`config.mk`:
```
export PLATFORM = sky130hd
export DESIGN_NAME = bbp_ctrl
export DESIGN_NICKNAME = d
export VERILOG_FILES = /design/src/rtl/bbp_pkg.sv /design/src/rtl/bbp_ctrl.sv
export SDC_FILE = /design/constraint.sdc
export NUM_CORES = 1
export LEC_CHECK = 0
export BUFFER_PORTS_ARGS = -buffer_cell sky130_fd_sc_hd__buf_2
export CAP_MARGIN = 10
export CORE_AREA = 2 2 39 41
export CTS_CLUSTER_DIAMETER = 60
export CTS_CLUSTER_SIZE = 40
export DETAILED_ROUTE_END_ITERATION = 6
export DIE_AREA = 0 0 41 43
export PLACE_DENSITY = 0.3
export SLEW_MARGIN = 20
export SYNTH_ARGS = -nofsm -noshare
export SYNTH_HDL_FRONTEND = slang
export SYNTH_SLANG_ARGS = --single-unit
export TNS_END_PERCENT = 30
```
`constraint.sdc`:
```
create_clock -name clk -period 1.5 [get_ports clk]
set_clock_uncertainty 0.2 [all_clocks]
set_input_delay 0.15 -clock clk [delete_from_list [all_inputs] [get_ports clk]]
set_output_delay 0.15 -clock clk [all_outputs]
set_load 0.01 [all_outputs]
```
`src/rtl/bbp_pkg.sv`:
```
`timescale 1ns / 1ps
// ----------------------------------------------------------------------------
// Bimodal branch predictor package
// Shared widths, counter codes, control and status bundles, slot masking.
// ----------------------------------------------------------------------------
package bbp_pkg;

	localparam int IDX_W   = 12;
	localparam int DEPTH   = 1 << IDX_W;
	localparam int PC_W    = 32;
	localparam int CNT_W   = 32;
	localparam int CFG_W   = 4;
	localparam int CTR_W   = 2;

	localparam logic [CTR_W-1:0] CTR_STRONG_NT = 2'd0;
	localparam logic [CTR_W-1:0] CTR_WEAK_T    = 2'd2;
	localparam logic [CTR_W-1:0] CTR_STRONG_T  = 2'd3;

	localparam logic [CFG_W-1:0] IDX_BITS_RST  = CFG_W'(IDX_W);

	// Controller to datapath commands
	typedef struct packed {
		logic clr_step;
		logic load;
		logic exec;
	} bbp_cmd_t;

	// Datapath to controller status
	typedef struct packed {
		logic clr_last;
	} bbp_sts_t;

	// Clamp the index width to 1..IDX_W and build the slot mask.
	function automatic logic [IDX_W-1:0] slot_mask(input logic [CFG_W-1:0] bits);
		logic [CFG_W-1:0] eff;
		logic [IDX_W-1:0] m;
		eff = bits;
		if (eff < CFG_W'(1)) begin
			eff = CFG_W'(1);
		end
		if (eff > CFG_W'(IDX_W)) begin
			eff = CFG_W'(IDX_W);
		end
		for (int i = 0; i < IDX_W; i++) begin
			m[i] = (i < int'(eff));
		end
		return m;
	endfunction

endpackage

```
`src/rtl/bbp_ctrl.sv`:
```
`timescale 1ns / 1ps
// ----------------------------------------------------------------------------
// Bimodal branch predictor controller
// Sequences the table clearing sweep, branch acceptance and counter update.
// ----------------------------------------------------------------------------
module bbp_ctrl (
	input  logic               clk,
	input  logic               arst_n,
	input  logic               start,
	input  bbp_pkg::bbp_sts_t  sts,
	output bbp_pkg::bbp_cmd_t  cmd,
	output logic               busy
);
	import bbp_pkg::*;

	typedef enum logic [1:0] {
		ST_CLEAR,
		ST_IDLE,
		ST_EXEC
	} state_t;

	state_t state_q;
	logic   busy_q;

	always_ff @(posedge clk or negedge arst_n) begin
		if (!arst_n) begin
			state_q <= ST_CLEAR;
			busy_q  <= 1'b1;
		end else begin
			unique case (state_q)
				ST_CLEAR: begin
					if (sts.clr_last) begin
						state_q <= ST_IDLE;
						busy_q  <= 1'b0;
					end
				end
				ST_IDLE: begin
					if (start) begin
						state_q <= ST_EXEC;
						busy_q  <= 1'b1;
					end
				end
				ST_EXEC: begin
					state_q <= ST_IDLE;
					busy_q  <= 1'b0;
				end
				default: begin
					state_q <= ST_CLEAR;
					busy_q  <= 1'b1;
				end
			endcase
		end
	end

	always_comb begin
		cmd.clr_step = (state_q == ST_CLEAR);
		cmd.load     = (state_q == ST_IDLE) && start;
		cmd.exec     = (state_q == ST_EXEC);
	end

	assign busy = busy_q;

endmodule

```
Yosys cells after proc, flatten, opt, wreduce, memory -nomap -nowiden
Cells that the tools add are included.

Word-level logic and storage cells: 15. Register bits after elaboration: 3. Latch bits: 0. ROM bits: 0. Memory bits (writable): 0. Input bits: 4. Memories kept: 0. Output and inout port bits: 4.

Reduce and logical (&&, ||, !) cells: 3. Multiply operators: 0. Multiplexer cells: 6. Order comparisons: 0. Equality and inequality tests: 4. Div/mod/pow operators: 0. Add/sub/neg operators: 0. Bitwise logic cells: 0. Shifts and indexed selects: 0.

Operators by type and width (count): case mux 2 bit (3 select lines) (1); 2-to-1 mux 2 bit (2); != test 2 bit, second input constant (2); case mux 1 bit (3 select lines) (1); == test 2 x 1 -> 1 bit, second input constant (1); == test 2 bit, second input constant (1); logical NOT 2 bit (1); 2-to-1 mux 1 bit (2); AND reduction 2 bit (1); logical AND 1 bit (1).

Longest topological paths before layout
Gate-level depths: netlist of run 1.

Depth in word-level cells: 3. Gate-level depth with buffers: 2. Mapped depth without buffers: 2.

Worst setup path after synthesis of run 1
Ideal clock, no wire load.

Kind: reg-to-reg. Start: reg state_q[1]. End: reg busy_q (netlist: busy). Path buffers: 0. Data required time: 1223 ps. Arrival: 766 ps. Period minus slack after synthesis: 1043 ps. Setup slack: 457 ps. Setup time: 77 ps. Cell stages (with the launch flop): 3. Cell sequence: dfrtp_1 > o21ai_1 > a21bo_1.

Word-level cells in the longest chain between the ends: 3. Elaborated cells between the ends (all ways): 7. Those cells by class: eq/ne (4); mux (1); reduce/logical (2).

RTL lines: start, declared (line bbp_ctrl.sv:22) `state_t state_q;`; start signal, assigned (line bbp_ctrl.sv:27) `state_q <= ST_CLEAR;`; start signal, assigned (line bbp_ctrl.sv:33) `state_q <= ST_IDLE;`; start signal, assigned (line bbp_ctrl.sv:39) `state_q <= ST_EXEC;`; == test 2 x 1 -> 1 bit / logical NOT 2 bit (equally long branches) (line bbp_ctrl.sv:30) `unique case (state_q)`; != test 2 bit (no line); AND reduction 2 bit (no line); end signal, assigned (line bbp_ctrl.sv:28) `busy_q <= 1'b1;`; end signal, assigned (line bbp_ctrl.sv:34) `busy_q <= 1'b0;`; end signal, assigned (line bbp_ctrl.sv:40) `busy_q <= 1'b1;`; end, declared (line bbp_ctrl.sv:23) `logic busy_q;`.

Parallel ways exist; a longest one is shown, timed or not. A chain may end at the register's enable or synchronous reset.

==> results of run 1 <==
[registers in the layout, summed over array words and instances (netlist names)]
name,count
state_q,2
busy,1
[kinds of logic (layout without fill, tap and decap cells)]
kind of cell / after synthesis / count (layout)
compound gates: 4 / 4
buf+inv: 0 / 14
flops: 3 / 3
simple gates: 5 / 5
[metal layers]
layer / GRT usage, % / share of wire (%) / vias to the layer above / routed length (um)
met3: 6.28 / 14 / 0 / 42
met5: 0 / 0 / - / 0
met4: 4.00 / 0 / 0 / 0
li1: - / - / 70 / -
met1: 6.19 / 57 / 49 / 172
met2: 4.38 / 29 / 8 / 88
[layout by cell type, fill, tap and decap left out]
cell / n
clkbuf_1: 1
o21ai_1: 1
a21bo_1: 1
dfstp_2: 1
dlygate4sd3_1: 3
nand2_1: 1
nor2_1: 3
clkbuf_4: 3
nor2b_1: 1
buf_2: 7
o21bai_1: 1
o31a_1: 1
dfrtp_1: 2
[worst min path at each step]
stage / startpoint / end / slack (ns) / depth (start not counted)
floorplan: arst_n / state_q[0] / -0.35 / 0
global placement: arst_n / state_q[0] / -0.25 / 1
detailed placement: arst_n / state_q[0] / -0.25 / 1
CTS: arst_n / state_q[0] / 0.03 / 2
global route: arst_n / state_q[0] / 0.04 / 2
finish: arst_n / state_q[0] / 0.04 / 2
[what timing repair did]
| action | 4_1_cts | 5_1_grt |
|---|---|---|
| hold buffers | 3 | 0 |
| endpoints found under the setup margin | 0 | 0 |
| hold endpoints to repair | 5 | 0 |
[report_power, final]
| part | internal, mW | total, mW | switching (mW) | leakage [nW] |
|---|---|---|---|---|
| Combinational | 0.0795 | 0.147 | 0.0673 | 0.0688 |
| Sequential | 0.125 | 0.163 | 0.0380 | 0.0350 |
| Clock | 0.0996 | 0.141 | 0.0411 | 0.0150 |
| Total | 0.304 | 0.451 | 0.147 | 0.119 |
[worst reg2reg max path: stages (launching register included)]
cell     delay, ns
dfrtp_1       0.43
o21ai_1       0.19
a21bo_1       0.22
[final cells by class]
cell class / instances / area, sq um
clock buffer: 4 / 26.3
timing repair buffer: 10 / 65.1
tap: 16 / 20.0
fill: 151 / 1140
multi-input combinational: 9 / 52.6
sequential: 3 / 76.3
[stage by stage]
stage               util (%)  instance area, sq um
finish                  17.4                   240
floorplan                  -                   129
CTS                     17.4                   240
global route            17.4                   240
global placement        13.3                   184
detailed placement      13.3                   184
==> flow_summary.toml, run 1 <==
[logic_synthesis]
ys_seq_elements = 3
mappedNetlistArea_sq_um = 129
synthTopCellsByArea = "dfrtp_1, dfstp_2, nor2_1, a21bo_1, o31a_1"
synth_xor_area_share_pct = 0
yosys.area.top_type = "dfrtp_1"
synth.avg_cell_area_sq_um = 10.7
synthArstFlopShare_pct = 100
synth_top_family_by_area = "compound AO/OA/AOI/OAI gates"
yosys_most_used_dff = "dfrtp_1"
synth_commonest_cells = "nor2_1, dfrtp_1"
synthSimpleGateAreaFrac_pct = 16.5
netlist.area_leader.share_pct = 38.8
yosysMostFrequentCell = "nor2_1"
yosysWarningCount = 0
syn_inst = 12
synth_cell_types = 9
synth-edff-count = 0
muxShareOfSynthArea_pct = 0
synth-compound-area-share_pct = 24.3
synth_adder_area_share_pct = 0
ys_seq_area_share_pct = 59.2
syn_nets = 16

[worst_setup_path]
r2r_cells = 2
critical_path.max_stage_delay_ns = 0.52
critical_path_class = "in2out"
crit_slowest_cell = "dlygate4sd3_1"
path_depth = 5
worstPathRequired_ns = 1.15
rr_startpoint = "state_q[1]"
worstSetupStartpointType = "input port"
r2r_slack_ns = 0.39
cp-endpoint = "cmd[1]"
cp_top_family = "buffers and inverters"
endpoint_kind = "output port"
cp.arrival_ns = 1.07
crit_path_cell_trace = "dlygate4sd3_1 > buf_2 > nand2_1 > nor2_1 > buf_2"
cp-startpoint = "start"
worst-path-buf-inv = 3
reg2reg_to = "busy"
crit_fanout = 2
crit_top_cell = "buf_2"

[clocking]
clk_path_buf_depth = 2
clock_latency_ns = 0.23
clkTransAtPathRegs_ns = 0.04
htreeDepth = 1
cts-resized-gates = 0
cts_tree = "yes"
postCtsSetupRepairBufs = 0
cts_made_buffers = 3
cts.sinks = 3
cts_root_buffer = "clkbuf_4"

[timing]
slew_headroom_pct = 87.6
worstMarginPinSlew_ns = 0.186
max_freq_mhz = 705
setup_viol = 0
slew_violations = 0
rsz0062_at_grt = "false"
tns_ns = 0
setup_ws_ns = 0.0806
period_share_pct = 94.6
hold_viol_final = 0
worst_hold_slack_ns = 0.0390
period_needed_ns = 1.42

[pwr]
power_density_nw_per_um2 = 1880
peakVddDrop_mv = 0.438
power_mw = 0.451
leakage_nw = 0.119

[hold_path]
hold_path_class = "in2async"

[cells_and_area]
area_delta_synth_final_pct = 86.4
drive_above_1_share_pct = 42.3
final_cells = 42
fin_nets = 31
diodes = 0

[floorplanning]
fp.dieH_um = 43
io_pins = 8
dieWidth_um = 41
dieArea_sq_um = 1760
fp-row-count = 14
start_util_pct = 9.31
coreArea_sq_um = 1380

[global_routing]
gr-usage-all-layers_pct = 5.14
grt-ovfl-total = 0
grt_max_degree = 8
grt_pass1_wl_um = 503
grt_pass1_vias = 119
antenna_found_initial = 0

[route]
drt_iter0_markers = 4
vias = 127
wl_per_cell_um = 7.21
drt_wl_total_um = 303
drt_first_pass_iters = 2
drc = 0
drt.antenna.violating_nets = 0
vias_per_cell = 3.02

[placed_design]
place_ws_ns = 0.394
place_congestion = 0.563
io_buffer_count = 7
post-dp-hpwl_um = 223
dp_cells = 35

[flow_run]
maxCapViolations = 0

[status]
outcome = "finished, final reports clean"
No activity file was read; power rests on OpenSTA's default activity.
==> inputs of run 2 (changes only) <==
--- a/config.mk
+++ b/config.mk
@@ -12,6 +12,7 @@
 export CTS_CLUSTER_SIZE = 40
 export DETAILED_ROUTE_END_ITERATION = 6
 export DIE_AREA = 0 0 41 43
+export MAX_ROUTING_LAYER = met4
 export PLACE_DENSITY = 0.3
 export SLEW_MARGIN = 20
 export SYNTH_ARGS = -nofsm -noshare
==> flow_summary.toml, run 2 (synthesis results as in run 1) <==
[timing]
tns_ns = 0
hold_viol_final = 0
period_share_pct = 95.3
rsz0062_at_grt = "false"
period_needed_ns = 1.43
setup_viol = 0
slew_headroom_pct = 87.5
worst_hold_slack_ns = 0.0390
worstMarginPinSlew_ns = 0.187
slew_violations = 0
max_freq_mhz = 699
setup_ws_ns = 0.0700

[clocking]
cts_tree = "yes"
cts-resized-gates = 0
cts_root_buffer = "clkbuf_4"
clkTransAtPathRegs_ns = 0.04
cts_made_buffers = 3
htreeDepth = 1
clock_latency_ns = 0.23
cts.sinks = 3
postCtsSetupRepairBufs = 0
clk_path_buf_depth = 2

[pwr]
power.switching_mw = 0.148
p_int_mw = 0.304
seqPwrFrac_pct = 36.3
power_frac_comb_pct = 32.6
peakVddDrop_mv = 0.440
power_density_nw_per_um2 = 1880
pwr-share-clk_pct = 31.1
power_mw = 0.452
leakage_nw = 0.119
p_sw_share_pct = 32.7

[floorplanning]
coreArea_sq_um = 1380
fp-row-count = 14
fp.dieH_um = 43
io_pins = 8
dieWidth_um = 41
start_util_pct = 9.31
dieArea_sq_um = 1760

[cells_and_area]
final_cells = 42
fin_nets = 31
mostFrequentLayoutCell = "buf_2"
largest_reg_flops = 2
regMostFlops = "state_q"
layout_common_cells = "buf_2, nor2_1, clkbuf_4, dlygate4sd3_1, dfrtp_1"
fin_util_pct = 17.4
area_delta_synth_final_pct = 86.4
diodes = 0
drive_above_1_share_pct = 42.3
design_area_sq_um = 240

[route]
vias = 125
wl_per_cell_um = 7.33
drt_iter0_markers = 4
drt.antenna.violating_nets = 0
drt_first_pass_iters = 4
vias_per_cell = 2.98
drt_wl_total_um = 308
drc = 0

[worst_setup_path]
endpoint_kind = "output port"
rr_startpoint = "state_q[1]"
crit_fanout = 2
critical_path.max_stage_delay_ns = 0.52
crit_path_cell_trace = "dlygate4sd3_1 > buf_2 > nand2_1 > nor2_1 > buf_2"
r2r_slack_ns = 0.39
r2r_cells = 2
critical_path_class = "in2out"
cp.arrival_ns = 1.08
crit_top_cell = "buf_2"
cp_top_family = "buffers and inverters"
worstPathRequired_ns = 1.15
reg2reg_to = "busy"
crit_slowest_cell = "dlygate4sd3_1"
worstSetupStartpointType = "input port"
worst-path-buf-inv = 3

[global_routing]
grt_pass1_wl_um = 503
grt_max_degree = 8
grt_pass1_vias = 119
grt-ovfl-total = 0
antenna_found_initial = 0
gr-usage-all-layers_pct = 5.27

[status]
outcome = "finished, final reports clean"

[flow_run]
maxCapViolations = 0

[placed_design]
dp_cells = 35
place_ws_ns = 0.394
place_congestion = 0.565
placed_cell_area_sq_um = 184
post-dp-hpwl_um = 223
io_buffer_count = 7

[hold_path]
hold_path_class = "in2async"
[run 2: cell counts in the layout (fill, tap and decap cells not counted)]
No cell type changed its count.
[run 2: power groups by stage]
stage          Clock [mW]  Sequential, mW  Combinational (mW)
6_report            0.141           0.164               0.147
4_1_cts             0.150           0.163               0.149
3_5_place_dp            0           0.165               0.143
3_3_place_gp            0           0.165               0.148
2_1_floorplan           0           0.165              0.0823
5_1_grt             0.156           0.173               0.170
[run 2: timing repair]
action / in CTS / in global routing
setup endpoints to repair: 0 / 0
endpoints found under the hold margin: 5 / 0
hold buffers: 3 / 0
[run 2: worst max-delay path by stage]
stage	depth (start not counted)	to	startpoint	slack, ns
2_1_floorplan	2	busy	state_q[1]	0.46
3_3_place_gp	2	busy	state_q[1]	0.39
3_5_place_dp	2	busy	state_q[1]	0.39
4_1_cts	5	cmd[1]	start	0.08
5_1_grt	5	cmd[1]	start	0.004
6_report	5	cmd[1]	start	0.07
[run 2: area by class of cell]
type / count / area (sq um)
clock buffers: 4 / 26.3
fillers: 151 / 1140
multi-input cells: 9 / 52.6
flip-flops and latches: 3 / 76.3
well taps: 16 / 20.0
repair buffers: 10 / 65.1
[run 2: routing by layer]
layer  global-route usage, %  routed length [um]  vias up
met5                       -                   0        -
met4                    4.00                   0        0
met3                    6.28                  42        0
met2                    4.38                  88        8
met1                    6.19                 177       47
li1                        -                   -       70
